==> config.mk <==
export PLATFORM = sky130hd
export DESIGN_NAME = mono_host_data_color_expander
export DESIGN_NICKNAME = d
export VERILOG_FILES = /design/src/mhce_pkg.sv /design/src/mhce_fifo.sv /design/src/mhce_front.sv /design/src/mhce_back.sv /design/src/mono_host_data_color_expander.sv
export VERILOG_INCLUDE_DIRS = /design/src /design/src/src
export SDC_FILE = /design/constraint.sdc
export NUM_CORES = 2
export LEC_CHECK = 0
export BUFFER_PORTS_ARGS = -buffer_cell sky130_fd_sc_hd__buf_2
export CORE_MARGIN = 2
export CORE_UTILIZATION = 40
export CTS_BUF_LIST = sky130_fd_sc_hd__clkbuf_4 sky130_fd_sc_hd__clkbuf_8 sky130_fd_sc_hd__clkbuf_16
export CTS_CLUSTER_DIAMETER = 40
export DETAILED_ROUTE_END_ITERATION = 7
export REMOVE_ABC_BUFFERS = 1
export SETUP_SLACK_MARGIN = 0.3
export SLEW_MARGIN = 20
export SYNTH_ARGS = -nofsm -noshare
export SYNTH_HDL_FRONTEND = slang
export SYNTH_SLANG_ARGS = --single-unit
==> constraint.sdc <==
create_clock -name clock -period 83.3 [get_ports clock]
set_input_delay 24.99 -clock clock [delete_from_list [all_inputs] [get_ports clock]]
set_output_delay 24.99 -clock clock [all_outputs]
set_load 0.1 [all_outputs]
==> src/assert_macros.svh <==
// Assertion macros shared by the RTL files.
// No dependencies; define NO_ASSERTIONS to compile them out.
`ifndef ASSERT_MACROS_SVH
`define ASSERT_MACROS_SVH
`ifndef NO_ASSERTIONS
// same-cycle implication
`define ASSERT_IMPLY(lbl, clk, rst, ante, cons) \
   lbl: assert property (@(posedge clk) disable iff (rst) (ante) |-> (cons)) \
      else $error("same-cycle implication check failed");
// next-cycle implication
`define ASSERT_NEXT(lbl, clk, rst, ante, cons) \
   lbl: assert property (@(posedge clk) disable iff (rst) (ante) |=> (cons)) \
      else $error("next-cycle implication check failed");
`else
`define ASSERT_IMPLY(lbl, clk, rst, ante, cons)
`define ASSERT_NEXT(lbl, clk, rst, ante, cons)
`endif
`endif

==> src/mhce_pkg.sv <==
// Types, codes and constants of the mono host-data color expander.
// No dependencies.
`default_nettype none
package mhce_pkg;

   localparam int unsigned FRAME_BYTES_DEF = 8388608;
   localparam int unsigned CMD_DEPTH_DEF   = 2;
   localparam int unsigned RSP_DEPTH_DEF   = 2;
   localparam int unsigned ADDR_W          = 32;

   // item function codes
   localparam logic FUNC_START = 1'b0;
   localparam logic FUNC_DATA  = 1'b1;

   // register indexes
   localparam logic [2:0] REG_DEST_POSITION     = 3'd0;
   localparam logic [2:0] REG_BLOCK_SIZE        = 3'd1;
   localparam logic [2:0] REG_PIXEL_COLORS      = 3'd2;
   localparam logic [2:0] REG_MODE_FLAGS        = 3'd3;
   localparam logic [2:0] REG_CLIP_TOP_LEFT     = 3'd4;
   localparam logic [2:0] REG_CLIP_BOTTOM_RIGHT = 3'd5;
   localparam logic [2:0] REG_SURFACE_BASE      = 3'd6;
   localparam logic [2:0] REG_SURFACE_GEOMETRY  = 3'd7;

   typedef struct packed {
      logic [28:0] dest_position;
      logic [28:0] block_size;
      logic [31:0] pixel_colors;
      logic [7:0]  mode_flags;
      logic [28:0] clip_top_left;
      logic [28:0] clip_bottom_right;
      logic [22:0] surface_base;
      logic [28:0] surface_geometry;
   } cfg_type;

   // one entry of the front-to-back queue
   typedef struct packed {
      logic              func;
      logic [31:0]       data_word;
      cfg_type           cfg;
      logic [22:0]       surface_rows;
      logic [ADDR_W-1:0] row_base;
   } cmd_type;

   typedef struct packed {
      logic        pixel_valid;
      logic [22:0] write_address;
      logic [15:0] pixel_value;
      logic        command_active;
      logic        data_error;
      logic        last;
   } rsp_type;

   typedef enum logic [1:0] {
      F_IDLE,
      F_DIV,
      F_MUL,
      F_PUSH
   } front_state_type;

   typedef enum logic [1:0] {
      B_IDLE,
      B_BITS,
      B_STAT
   } back_state_type;

endpackage
`default_nettype wire

==> src/mhce_fifo.sv <==
// Small register queue used between front and back and at the result side.
// Depends on nothing but its parameters.
`default_nettype none
module mhce_fifo #(
   parameter int unsigned WIDTH = 1,
   parameter int unsigned DEPTH = 2
) (
   input  wire logic             clock,
   input  wire logic             reset,
   input  wire logic             push,
   input  wire logic [WIDTH-1:0] wdata,
   output logic                  full,
   input  wire logic             pop,
   output logic                  empty,
   output logic [WIDTH-1:0]      rdata
);
   localparam int unsigned PTR_W = (DEPTH > 1) ? $clog2(DEPTH) : 1;
   localparam int unsigned CNT_W = $clog2(DEPTH + 1);

   logic [WIDTH-1:0] mem [DEPTH];
   logic [PTR_W-1:0] wptr_ff, wptr_in, rptr_ff, rptr_in;
   logic [CNT_W-1:0] cnt_ff, cnt_in;
   logic             do_push, do_pop;

   assign full    = cnt_ff == CNT_W'(DEPTH);
   assign empty   = cnt_ff == '0;
   assign do_push = push && !full;
   assign do_pop  = pop && !empty;
   assign rdata   = mem[rptr_ff];

   // pointer and count update
   always_comb begin
      wptr_in = wptr_ff;
      rptr_in = rptr_ff;
      cnt_in  = cnt_ff;
      if (do_push) begin
         wptr_in = (wptr_ff == PTR_W'(DEPTH - 1)) ? '0 : wptr_ff + 1'b1;
      end
      if (do_pop) begin
         rptr_in = (rptr_ff == PTR_W'(DEPTH - 1)) ? '0 : rptr_ff + 1'b1;
      end
      if (do_push && !do_pop) begin
         cnt_in = cnt_ff + 1'b1;
      end else if (do_pop && !do_push) begin
         cnt_in = cnt_ff - 1'b1;
      end
   end

   always_ff @(posedge clock) begin
      if (reset) begin
         wptr_ff <= '0;
         rptr_ff <= '0;
         cnt_ff  <= '0;
      end else begin
         wptr_ff <= wptr_in;
         rptr_ff <= rptr_in;
         cnt_ff  <= cnt_in;
      end
   end

   always_ff @(posedge clock) begin
      if (do_push) begin
         mem[wptr_ff] <= wdata;
      end
   end
endmodule
`default_nettype wire

==> src/mhce_front.sv <==
// Front part: register file, item intake, surface row division and row base.
// Depends on mhce_pkg.
`default_nettype none
module mhce_front #(
   parameter int unsigned FRAME_BYTES = mhce_pkg::FRAME_BYTES_DEF
) (
   input  wire logic         clock,
   input  wire logic         reset,
   input  wire logic         req_push,
   output logic              req_full,
   input  wire logic         req_func,
   input  wire logic [31:0]  req_data_word,
   input  wire logic         csr_valid,
   output logic              csr_ready,
   input  wire logic [2:0]   csr_index,
   input  wire logic [31:0]  csr_data,
   input  wire logic         cmd_full,
   output logic              cmd_push,
   output mhce_pkg::cmd_type cmd_entry
);
   localparam int unsigned DIV_W = $clog2(FRAME_BYTES + 1);
   localparam int unsigned CNT_W = $clog2(DIV_W + 1);

   mhce_pkg::cfg_type         cfg_ff, snap_ff, snap_in;
   mhce_pkg::front_state_type state_ff, state_in;
   logic [DIV_W-1:0]          dvd_ff, dvd_in, quot_ff, quot_in;
   logic [16:0]               rem_ff, rem_in, trial;
   logic [CNT_W-1:0]          cnt_ff, cnt_in;
   logic [28:0]               prod_ff, prod_in;
   logic                      accept;
   logic [15:0]               pitch;
   logic [31:0]               quot_ext;
   logic [22:0]               rows_sat;

   assign csr_ready = 1'b1;
   assign req_full  = (state_ff != mhce_pkg::F_IDLE) || cmd_full;
   assign accept    = req_push && !req_full;
   assign pitch     = snap_ff.surface_geometry[15:0];
   assign trial     = {rem_ff[15:0], dvd_ff[DIV_W-1]};
   assign quot_ext  = 32'(quot_ff);
   assign rows_sat  = (quot_ext > 32'h7F_FFFF) ? 23'h7F_FFFF : quot_ext[22:0];

   // register file writes
   always_ff @(posedge clock) begin
      if (reset) begin
         cfg_ff <= '0;
      end else if (csr_valid && csr_ready) begin
         case (csr_index)
            mhce_pkg::REG_DEST_POSITION:     cfg_ff.dest_position     <= csr_data[28:0];
            mhce_pkg::REG_BLOCK_SIZE:        cfg_ff.block_size        <= csr_data[28:0];
            mhce_pkg::REG_PIXEL_COLORS:      cfg_ff.pixel_colors      <= csr_data;
            mhce_pkg::REG_MODE_FLAGS:        cfg_ff.mode_flags        <= csr_data[7:0];
            mhce_pkg::REG_CLIP_TOP_LEFT:     cfg_ff.clip_top_left     <= csr_data[28:0];
            mhce_pkg::REG_CLIP_BOTTOM_RIGHT: cfg_ff.clip_bottom_right <= csr_data[28:0];
            mhce_pkg::REG_SURFACE_BASE:      cfg_ff.surface_base      <= csr_data[22:0];
            mhce_pkg::REG_SURFACE_GEOMETRY:  cfg_ff.surface_geometry  <= csr_data[28:0];
            default: ;
         endcase
      end
   end

   // intake: data beats pass on, a start divides (base < frame, pitch != 0)
   always_comb begin
      state_in  = state_ff;
      snap_in   = snap_ff;
      dvd_in    = dvd_ff;
      quot_in   = quot_ff;
      rem_in    = rem_ff;
      cnt_in    = cnt_ff;
      prod_in   = prod_ff;
      cmd_push  = 1'b0;
      cmd_entry = '0;
      case (state_ff)
         mhce_pkg::F_IDLE: begin
            if (accept) begin
               if (req_func == mhce_pkg::FUNC_DATA) begin
                  cmd_push            = 1'b1;
                  cmd_entry.func      = mhce_pkg::FUNC_DATA;
                  cmd_entry.data_word = req_data_word;
               end else begin
                  snap_in = cfg_ff;
                  rem_in  = '0;
                  cnt_in  = '0;
                  quot_in = '0;
                  dvd_in  = DIV_W'(FRAME_BYTES) - DIV_W'(cfg_ff.surface_base);
                  if ((32'(cfg_ff.surface_base) < 32'(FRAME_BYTES)) &&
                      (cfg_ff.surface_geometry[15:0] != '0)) begin
                     state_in = mhce_pkg::F_DIV;
                  end else begin
                     state_in = mhce_pkg::F_MUL;
                  end
               end
            end
         end
         mhce_pkg::F_DIV: begin
            // one quotient bit per cycle
            dvd_in = dvd_ff << 1;
            if (trial >= {1'b0, pitch}) begin
               rem_in  = trial - {1'b0, pitch};
               quot_in = {quot_ff[DIV_W-2:0], 1'b1};
            end else begin
               rem_in  = trial;
               quot_in = {quot_ff[DIV_W-2:0], 1'b0};
            end
            cnt_in = cnt_ff + 1'b1;
            if (cnt_ff == CNT_W'(DIV_W - 1)) begin
               state_in = mhce_pkg::F_MUL;
            end
         end
         mhce_pkg::F_MUL: begin
            prod_in  = snap_ff.dest_position[28:16] * pitch;
            state_in = mhce_pkg::F_PUSH;
         end
         mhce_pkg::F_PUSH: begin
            if (!cmd_full) begin
               cmd_push               = 1'b1;
               cmd_entry.func         = mhce_pkg::FUNC_START;
               cmd_entry.cfg          = snap_ff;
               cmd_entry.surface_rows = rows_sat;
               cmd_entry.row_base     = mhce_pkg::ADDR_W'(snap_ff.surface_base) +
                                        mhce_pkg::ADDR_W'(prod_ff);
               state_in               = mhce_pkg::F_IDLE;
            end
         end
         default: state_in = mhce_pkg::F_IDLE;
      endcase
   end

   always_ff @(posedge clock) begin
      if (reset) begin
         state_ff <= mhce_pkg::F_IDLE;
      end else begin
         state_ff <= state_in;
      end
   end

   always_ff @(posedge clock) begin
      snap_ff <= snap_in;
      dvd_ff  <= dvd_in;
      quot_ff <= quot_in;
      rem_ff  <= rem_in;
      cnt_ff  <= cnt_in;
      prod_ff <= prod_in;
   end
endmodule
`default_nettype wire

==> src/mhce_back.sv <==
// Back part: command state, bit-serial expansion, pixel checks and status.
// Depends on mhce_pkg.
`default_nettype none
module mhce_back #(
   parameter int unsigned FRAME_BYTES = mhce_pkg::FRAME_BYTES_DEF
) (
   input  wire logic              clock,
   input  wire logic              reset,
   input  wire logic              cmd_empty,
   output logic                   cmd_pop,
   input  wire mhce_pkg::cmd_type cmd_entry,
   input  wire logic              rsp_full,
   output logic                   rsp_push,
   output mhce_pkg::rsp_type      rsp_entry
);
   localparam int unsigned AW = mhce_pkg::ADDR_W;

   mhce_pkg::back_state_type state_ff, state_in;
   mhce_pkg::cfg_type        cfg_ff, cfg_in;
   logic [22:0]              srows_ff, srows_in;
   logic [AW-1:0]            rowaddr_ff, rowaddr_in;
   logic                     busy_ff, busy_in;
   logic [12:0]              row_ff, row_in;
   logic [10:0]              bir_ff, bir_in, arb_ff, arb_in, srp_ff, srp_in;
   logic [31:0]              word_ff, word_in;
   logic [4:0]               bit_ff, bit_in;

   // fields of the latched command
   logic [12:0] dx, dy, w, h, cr, ct, cb, sw;
   logic [11:0] cl;
   logic [4:0]  boff;
   logic [15:0] fg, bg, pitch;
   logic        transp, clip_en, clip_ex;

   assign dx      = cfg_ff.dest_position[12:0];
   assign dy      = cfg_ff.dest_position[28:16];
   assign w       = cfg_ff.block_size[12:0];
   assign h       = cfg_ff.block_size[28:16];
   assign fg      = cfg_ff.pixel_colors[31:16];
   assign bg      = cfg_ff.pixel_colors[15:0];
   assign transp  = cfg_ff.mode_flags[0];
   assign clip_en = cfg_ff.mode_flags[1];
   assign clip_ex = cfg_ff.mode_flags[2];
   assign boff    = cfg_ff.mode_flags[7:3];
   assign cl      = cfg_ff.clip_top_left[11:0];
   assign ct      = cfg_ff.clip_top_left[28:16];
   assign cr      = cfg_ff.clip_bottom_right[12:0];
   assign cb      = cfg_ff.clip_bottom_right[28:16];
   assign pitch   = cfg_ff.surface_geometry[15:0];
   assign sw      = cfg_ff.surface_geometry[28:16];

   // start-time row sizes
   logic [12:0] nw, nh;
   logic [4:0]  nboff;
   logic [13:0] arb_sum;
   logic [10:0] arb_new, srp_sum;
   logic        busy_new;

   assign nw       = cmd_entry.cfg.block_size[12:0];
   assign nh       = cmd_entry.cfg.block_size[28:16];
   assign nboff    = cmd_entry.cfg.mode_flags[7:3];
   assign arb_sum  = 14'(nboff) + 14'(nw) + 14'd7;
   assign arb_new  = arb_sum[13:3];
   assign srp_sum  = arb_new + 11'd3;
   assign busy_new = (nw != '0) && (nh != '0);

   // current bit: byte bit_ff[4:3], MSB first within the byte
   logic        set_bit, in_w, pix_en, in_clip, clip_ok, sw_ok, rows_ok, addr_ok, pix_ok;
   logic [13:0] bit_pos, px, ax, ay;
   logic [AW-1:0] off;

   assign set_bit = word_ff[{bit_ff[4:3], ~bit_ff[2:0]}];
   assign bit_pos = {bir_ff, bit_ff[2:0]};
   assign px      = bit_pos - 14'(boff);
   assign in_w    = (bit_pos >= 14'(boff)) && (px < 14'(w));
   assign pix_en  = in_w && (bir_ff < arb_ff) && (row_ff < h) && (set_bit || !transp);
   assign ax      = 14'(dx) + 14'(px[12:0]);
   assign ay      = 14'(dy) + 14'(row_ff);
   assign in_clip = (ax >= 14'(cl)) && (ax < 14'(cr)) && (ay >= 14'(ct)) && (ay < 14'(cb));
   assign clip_ok = !clip_en || (clip_ex ? !in_clip : in_clip);
   assign sw_ok   = (sw == '0) || (ax < 14'(sw));
   assign rows_ok = (srows_ff == '0) || (23'(ay) < srows_ff);
   assign off     = rowaddr_ff + AW'({ax, 1'b0});
   assign addr_ok = off < AW'(FRAME_BYTES - 1);
   assign pix_ok  = pix_en && clip_ok && sw_ok && rows_ok && addr_ok;

   // row bookkeeping at the end of a byte
   logic [10:0] bir_inc;
   logic [12:0] row_inc;
   logic        row_done;

   assign bir_inc  = bir_ff + 11'd1;
   assign row_done = bir_inc >= srp_ff;
   assign row_inc  = row_ff + 13'd1;

   always_comb begin
      state_in   = state_ff;
      cfg_in     = cfg_ff;
      srows_in   = srows_ff;
      rowaddr_in = rowaddr_ff;
      busy_in    = busy_ff;
      row_in     = row_ff;
      bir_in     = bir_ff;
      arb_in     = arb_ff;
      srp_in     = srp_ff;
      word_in    = word_ff;
      bit_in     = bit_ff;
      cmd_pop    = 1'b0;
      rsp_push   = 1'b0;
      rsp_entry  = '0;
      case (state_ff)
         mhce_pkg::B_IDLE: begin
            if (!cmd_empty && !rsp_full) begin
               cmd_pop = 1'b1;
               if (cmd_entry.func == mhce_pkg::FUNC_START) begin
                  // latch the command and report its state
                  cfg_in                   = cmd_entry.cfg;
                  srows_in                 = cmd_entry.surface_rows;
                  rowaddr_in               = cmd_entry.row_base;
                  busy_in                  = busy_new;
                  row_in                   = '0;
                  bir_in                   = '0;
                  arb_in                   = arb_new;
                  srp_in                   = {srp_sum[10:2], 2'b00};
                  rsp_push                 = 1'b1;
                  rsp_entry.command_active = busy_new;
                  rsp_entry.last           = 1'b1;
               end else if (!busy_ff) begin
                  rsp_push             = 1'b1;
                  rsp_entry.data_error = 1'b1;
                  rsp_entry.last       = 1'b1;
               end else begin
                  word_in  = cmd_entry.data_word;
                  bit_in   = '0;
                  state_in = mhce_pkg::B_BITS;
               end
            end
         end
         mhce_pkg::B_BITS: begin
            if (!rsp_full) begin
               rsp_push                 = pix_ok;
               rsp_entry.pixel_valid    = 1'b1;
               rsp_entry.write_address  = off[22:0];
               rsp_entry.pixel_value    = set_bit ? fg : bg;
               rsp_entry.command_active = 1'b1;
               bit_in                   = bit_ff + 5'd1;
               if (bit_ff == 5'd31) begin
                  state_in = mhce_pkg::B_STAT;
               end
               if (bit_ff[2:0] == 3'd7) begin
                  if (row_done) begin
                     bir_in     = '0;
                     row_in     = row_inc;
                     rowaddr_in = rowaddr_ff + AW'(pitch);
                     if (row_inc >= h) begin
                        busy_in  = 1'b0;
                        state_in = mhce_pkg::B_STAT;
                     end
                  end else begin
                     bir_in = bir_inc;
                  end
               end
            end
         end
         mhce_pkg::B_STAT: begin
            if (!rsp_full) begin
               rsp_push                 = 1'b1;
               rsp_entry.command_active = busy_ff;
               rsp_entry.last           = 1'b1;
               state_in                 = mhce_pkg::B_IDLE;
            end
         end
         default: state_in = mhce_pkg::B_IDLE;
      endcase
   end

   always_ff @(posedge clock) begin
      if (reset) begin
         state_ff <= mhce_pkg::B_IDLE;
         busy_ff  <= 1'b0;
      end else begin
         state_ff <= state_in;
         busy_ff  <= busy_in;
      end
   end

   always_ff @(posedge clock) begin
      cfg_ff     <= cfg_in;
      srows_ff   <= srows_in;
      rowaddr_ff <= rowaddr_in;
      row_ff     <= row_in;
      bir_ff     <= bir_in;
      arb_ff     <= arb_in;
      srp_ff     <= srp_in;
      word_ff    <= word_in;
      bit_ff     <= bit_in;
   end
endmodule
`default_nettype wire

==> src/mono_host_data_color_expander.sv <==
// Top level of the mono host-data color expander: front, queues and back.
// Depends on mhce_pkg, mhce_fifo, mhce_front, mhce_back and assert_macros.svh.
//
//   channel   direction  handshake           beat
//   req_      in         push / full         func, data_word
//   rsp_      out        pop / empty         one pixel write or status
//   csr_      in         valid / ready       register index, write data
//
// A data beat is taken from the queue, expanded one source bit per cycle
// while the result queue has room and closed by a status, early once the
// last row is done. A start beat runs the one-bit-per-cycle row count
// divider if base < frame and pitch != 0; stray data gets an error status.
// Reset clears the registers, the queues and the command state.
// Front and back stall on their own around a two-beat queue; results wait
// in a two-beat output queue, and the back keeps going until it is full.
`default_nettype none
`include "assert_macros.svh"
module mono_host_data_color_expander #(
   parameter int unsigned FRAME_BYTES = mhce_pkg::FRAME_BYTES_DEF
) (
   input  wire logic        clock,
   input  wire logic        reset,
   input  wire logic        req_push,
   output logic             req_full,
   input  wire logic        req_func,
   input  wire logic [31:0] req_data_word,
   output logic             rsp_empty,
   input  wire logic        rsp_pop,
   output logic             rsp_pixel_valid,
   output logic [22:0]      rsp_write_address,
   output logic [15:0]      rsp_pixel_value,
   output logic             rsp_command_active,
   output logic             rsp_data_error,
   output logic             rsp_last,
   input  wire logic        csr_valid,
   output logic             csr_ready,
   input  wire logic [2:0]  csr_index,
   input  wire logic [31:0] csr_data
);
   localparam int unsigned CMD_W = $bits(mhce_pkg::cmd_type);
   localparam int unsigned RSP_W = $bits(mhce_pkg::rsp_type);

   mhce_pkg::cmd_type cmd_wr, cmd_rd;
   mhce_pkg::rsp_type rsp_wr, rsp_rd;
   logic              cmd_push, cmd_full, cmd_pop, cmd_empty;
   logic              rsp_push, rsp_full;

   mhce_front #(
      .FRAME_BYTES (FRAME_BYTES)
   ) u_front (
      .clock         (clock),
      .reset         (reset),
      .req_push      (req_push),
      .req_full      (req_full),
      .req_func      (req_func),
      .req_data_word (req_data_word),
      .csr_valid     (csr_valid),
      .csr_ready     (csr_ready),
      .csr_index     (csr_index),
      .csr_data      (csr_data),
      .cmd_full      (cmd_full),
      .cmd_push      (cmd_push),
      .cmd_entry     (cmd_wr)
   );

   // command queue
   mhce_fifo #(
      .WIDTH (CMD_W),
      .DEPTH (mhce_pkg::CMD_DEPTH_DEF)
   ) u_cmd_q (
      .clock (clock),
      .reset (reset),
      .push  (cmd_push),
      .wdata (cmd_wr),
      .full  (cmd_full),
      .pop   (cmd_pop),
      .empty (cmd_empty),
      .rdata (cmd_rd)
   );

   mhce_back #(
      .FRAME_BYTES (FRAME_BYTES)
   ) u_back (
      .clock     (clock),
      .reset     (reset),
      .cmd_empty (cmd_empty),
      .cmd_pop   (cmd_pop),
      .cmd_entry (cmd_rd),
      .rsp_full  (rsp_full),
      .rsp_push  (rsp_push),
      .rsp_entry (rsp_wr)
   );

   // result queue
   mhce_fifo #(
      .WIDTH (RSP_W),
      .DEPTH (mhce_pkg::RSP_DEPTH_DEF)
   ) u_rsp_q (
      .clock (clock),
      .reset (reset),
      .push  (rsp_push),
      .wdata (rsp_wr),
      .full  (rsp_full),
      .pop   (rsp_pop),
      .empty (rsp_empty),
      .rdata (rsp_rd)
   );

   assign rsp_pixel_valid    = rsp_rd.pixel_valid;
   assign rsp_write_address  = rsp_rd.write_address;
   assign rsp_pixel_value    = rsp_rd.pixel_value;
   assign rsp_command_active = rsp_rd.command_active;
   assign rsp_data_error     = rsp_rd.data_error;
   assign rsp_last           = rsp_rd.last;

   // pixel beats belong to a running command and never close an item
   `ASSERT_IMPLY(a_pix_active, clock, reset, !rsp_empty && rsp_pixel_valid, rsp_command_active && !rsp_last && !rsp_data_error)
   // an error status is a closing status with no command behind it
   `ASSERT_IMPLY(a_err_status, clock, reset, !rsp_empty && rsp_data_error, rsp_last && !rsp_pixel_valid && !rsp_command_active)
   // a start beat occupies the front for its row count division
   `ASSERT_NEXT(a_start_busy, clock, reset, req_push && !req_full && (req_func == mhce_pkg::FUNC_START), req_full)
   // the back never pushes into a full result queue
   `ASSERT_IMPLY(a_rsp_room, clock, reset, rsp_push, !rsp_full)
endmodule
`default_nettype wire

# Word level (Yosys, flattened, before mapping)
# Memory sizes are Yosys's and may differ from the RTL's. A register that Yosys moved wholly into a read port is not among the register bits.
# Cells that the tools add are included.
# Widths: inputs -> output; s select.
# word_totals
ramBits	678
word_cells	302
memories	2
reg_bits	848
# memory_table
name	depth	width	read_ports	rd_clocked_by_memory_dff	write_ports	line	source
u_cmd_q.mem	2	296	1	1	1	mhce_fifo.sv:20	logic [WIDTH-1:0] mem [DEPTH];
u_rsp_q.mem	2	43	1	1	1	mhce_fifo.sv:20	
# classes
n_reduce_logical	72
eq_ne	30
n_mul	1
magnitude_cmp	16
mux	110
bitwise	3
add_sub_neg	23
# ops
cell	n
$mux 263	2
$mux 32	6
$mux 24	4
$pmux 24 s2	2
$mux 33	2
$mux 13	5
$mux 16	4
$pmux 32 s2	1
$lt 14x13->1	4
$mux 11	5
$mux 41	1
$mux 40	1
$mux 2	19
$mux 1	37
$add 32x15->32	1
$add 32x16->32	1
$lt 32x23->1 const B	1
$pmux 16 s2	1
$add 23x29->30	1
$mux 5	6
$mul 13x16->29	1
$add 13x13->14	2
$pmux 13 s2	1
$reduce_bool 13->1	2
57 further kinds	145

# Depth between registers and ports, before layout
# depth
word_depth	20
depth_mapped	32
mapped_depth_nobuf	31

# By module
# From an unflattened synthesis, not the netlist that was laid out.
# unflattened
cells_unflattened	5622
hier_area_um2	72665.9
# by_module_without_submodules
mod	cells_per_inst	area_per_inst_um2	instances
mhce_front	2927	28572.4	1
mhce_fifo at u_cmd_q	946	22566.6	1
mhce_back	1590	18210.0	1
mhce_fifo at u_rsp_q	159	3316.9	1

# Least setup slack after synthesis
# Ideal clock, no wire load.
# synth_timing
path_type	input port to flip-flop
startpoint	input port req_push
endpoint	memory u_cmd_q.mem[0][0] (netlist name) (enable)
slack_ps	32147
t_arrival_ps	49644
path_buffers	0
stages	4
setup_time_ps	1509
path_cell_list	nand3_1 -> nor2_1 -> nor2_1 -> nor4_1
# synth_between
elab_chain_cells	6
# synth_rtl
item	line	source
start: declaration	mono_host_data_color_expander.sv:23	input wire logic req_push,
$logic_and 1x1->1	mhce_front.sv:37	assign accept = req_push && !req_full;
$mux 1	mhce_front.sv:75	if (accept) begin
$pmux 1 s2	mhce_front.sv:73	case (state_ff)
$logic_and 1x1->1	mhce_fifo.sv:27	assign do_push = push && !full;
$mux 1	mhce_fifo.sv:62	if (do_push) begin
$mux 1 (not written as such)	mhce_fifo.sv:63	mem[wptr_ff] <= wdata;
end: declaration	mhce_fifo.sv:20	
# No other way between the ends.

# Worst setup path after layout
# layout_timing
startpoint	input port req_push
endpoint	memory u_cmd_q.mem[1][227] (netlist name) (enable)
# layout_between
elab_chain_cells	6
# layout_rtl
item	line	source
$logic_and 1x1->1	mhce_front.sv:37	
$mux 1	mhce_front.sv:75	
$pmux 1 s2	mhce_front.sv:73	
$logic_and 1x1->1	mhce_fifo.sv:27	
via u_cmd_q.do_push	mhce_fifo.sv:23	logic do_push, do_pop;
$mux 1	mhce_fifo.sv:62	
$mux 1 (not written as such)	mhce_fifo.sv:63	
# The timed path passes the listed nets, and every way through them passes these cells.

==> results by group <==
Outcome
  • Run status: completed

CTS
  • Clock buffer count from CTS: 170
  • Root Buffer: clkbuf_16
  • Register clock-pin slew on the reported worst setup and hold paths: 0.06 ns
  • Worst skew pair latency: 0.81 ns
  • Clock Path Buffers: 3
  • CTS resizes: 0
  • Post-CTS Setup Bufs: 0
  • CTS tree: yes
  • Hold buffers post-CTS: 0
  • Clock Sinks: 1413
  • # H-tree levels: 4

Pwr
  • Sw Pwr: 1.30 mW
  • Part of the power in the clock network: 0.232
  • Switching share of power: 0.395
  • PwrDens: 43.1 mW/mm2
  • VDD IR max: 65.1 uV
  • Leak: 29.4 nW
  • Comb pwr share: 0.449
  • Internal power: 2.00 mW
  • Total power: 3.30 mW
  • Flop pwr share: 0.319

Critical path
  • Most frequent CP cell: buf_4
  • Startpoint types: input pin
  • Crit-path max cell delay: 0.93 ns
  • Critical Path Stages: 9
  • Crit end category: register
  • Crit path max fanout: 67
  • Worst path slowest cell: and2_4
  • Reg-to-reg critical path startpoint: u_back.bit_ff[1]
  • Critical Path Start: req_push
  • Arrival @ worst endpoint: 29.13 ns
  • Reg2Reg Depth: 21
  • CP top delay family: simple AND/OR/NAND/NOR gates
  • Required time worst endpoint: 83.72 ns
  • Worst-path cell chain: buf_2 > nand3_1 > nor2_2 > buf_4 > nor2_1 > nor3_1 > and2_4 > buf_4 > buf_4
  • Crit path buffers/inverters: 4
  • Critical path class: input pin to register

Flow run
  • Max Cap Violations: 0

Synthesis
  • Post-synth EDFFs: 1203
  • Asr flop ratio synth: 0
  • Distinct cells, synth: 92
  • Avg Cell Area, Syn: 12.6 um2
  • Ys Warns: 0
  • Yosys reg bits: 1413
  • Syn Inst Count: 5354
  • Sequential share of the synthesized area: 0.597
  • Synthesized area: 0.0675 mm2
  • Top_reg_cell synth: edfxtp_1

Min path
  • HP Class: register to register
  • Hold depth: 0
  • Hold Crit Start: u_front.cfg_ff[21]

STA
  • Fin crit period: 28.71 ns
  • # setup viols final: 0
  • Worst Max-Slew Pin Slew: 1.10 ns
  • Endpoints failing hold: 0
  • Clock Skews: 0.0301 ns
  • Slew margin rel.: 0.269
  • RSZ-0062 raised after global routing: no
  • Hold Slack: 0.413 ns
  • Final slew viol count: 0
  • Fin crit share: 0.345
  • Setup tns final: 0 ns
  • Highest clock rate: 0.0348 GHz

Detailed routing
  • Avg WL per Cell: 21.9 um
  • Drt pass-1 iters: 5
  • Vias after detailed routing: 41300
  • Post-route ant nets: 0
  • Routed Wire Length: 172000 um
  • Initial drt markers: 3094
  • Post-route DRC: 0
  • Vias per inst: 5.28

Placed design
  • Port bufs: 117
  • Detailed placement HPWL: 113000 um
  • Placer Congestion: 0.852

Floorplanning
  • Die Ht: 415 um
  • Die area: 0.172 mm2
  • Initial Util: 0.403
  • Core area: 0.167 mm2
  • Ports: 119
  • Die X: 415 um
  • # rows: 150

Global routing
  • Total track usage: 0.199
  • Congestion Overflow GR: 0
  • Pin count of the biggest net entering global routing: 162
  • Number of global-route vias before repair: 41900
  • First-pass GRT wire length: 259000 um
  • Initial antenna violation count: 18

Cells and area
  • Commonest non-fill, non-tap cell in the layout: edfxtp_1
  • Most frequent cells in the layout: 1203 x edfxtp_1, 644 x nand2_1, 388 x inv_1
  • Share of cells above drive strength 1: 0.146
  • Area grow syn2layout: 13.5%
  • Final #Nets: 6042
-- stage by stage --
stage	area, um2	setup WS [ns]	utilization	cells
finish	76600	54.59	0.458	7830
global route	76600	54.34	0.458	7827
CTS	76600	54.57	0.458	7826
detailed placement	70600	53.72	0.422	7510
global placement	70600	53.77	0.422	7510
floorplan	66600	31.26	-	5132
-- registers in the layout, indices dropped and copies added, names as in the netlist, 24 cells and up, named ones only --
name and count:
u_front.dvd_ff 24, u_cmd_q.mem 516, u_front.snap_ff 179, u_back.rowaddr_ff 32, u_front.cfg_ff 195, u_front.quot_ff 24
u_rsp_q.mem 86, u_back.cfg_ff 138, u_front.prod_ff 29, u_back.word_ff 32
-- synthesized netlist by cell type (all sizes together) (63+ instances only) --
cell type  number  area share
ha            329       0.061
nor2          266       0.015
mux2          265       0.044
dfxtp         210       0.062
edfxtp       1203        0.53
and3          184       0.017
o21ai         124      0.0092
fa            161       0.048
xor2           79       0.010
inv           388       0.022
clkbuf        201       0.011
a21oi         330       0.025
and2          177       0.016
nor3           63      0.0047
xnor2         113       0.015
nand2         646       0.036
-- final cells by class --
type / instances / area, um2
Inverter: 388 / 1460
Fill cell: 15100 / 90800
Tap cell: 2204 / 2760
Clock buffer: 218 / 4750
Antenna cell: 3 / 7.51
Clock inverter: 98 / 1250
Sequential cell: 1413 / 40300
Timing Repair Buffer: 175 / 1070
Multi-Input combinational cell: 3331 / 25000
-- cell families after synthesis --
kind of cell | Yosys count | synth area share
AO/OA/AOI/OAI | 717 | 0.0654
XOR/XNOR | 192 | 0.0249
adder cells (fa/ha/maj) | 490 | 0.109
buffers and inverters | 610 | 0.0348
flip-flops | 1413 | 0.597
multiplexers | 331 | 0.0553
other | 1 | 0.0000555
AND/OR/NAND/NOR | 1600 | 0.114
-- per-layer routing --
layer	track usage	share of wire	vias to the layer above
li1	-	-	19300
met1	0.256	0.43	20700
met2	0.345	0.49	1017
met3	0.0267	0.048	280
met4	0.0641	0.031	2
met5	0	0.000076	-
-- power by group through the flow --
| stage | clock [mW] | combinational [mW] | sequential [mW] |
|---|---|---|---|
| global route | 0.807 | 1.65 | 1.07 |
| global placement | 0 | 1.47 | 1.06 |
| detailed placement | 0 | 1.49 | 1.07 |
| CTS | 0.780 | 1.50 | 1.05 |
| finish | 0.766 | 1.48 | 1.05 |
| floorplan | 0 | 1.09 | 1.09 |
-- path summary, 6_finish.rpt --
| kind | to | slack (ns) |
|---|---|---|
| setup / recovery | u_cmd_q.mem[1][227] | 54.59 |
| hold reg to reg | u_front.snap_ff[21] | 0.41 |
| setup reg to reg | u_rsp_q.mem[1][10] | 74.49 |
| hold / removal | u_front.snap_ff[21] | 0.41 |
(Power assumes the default switching activity.)
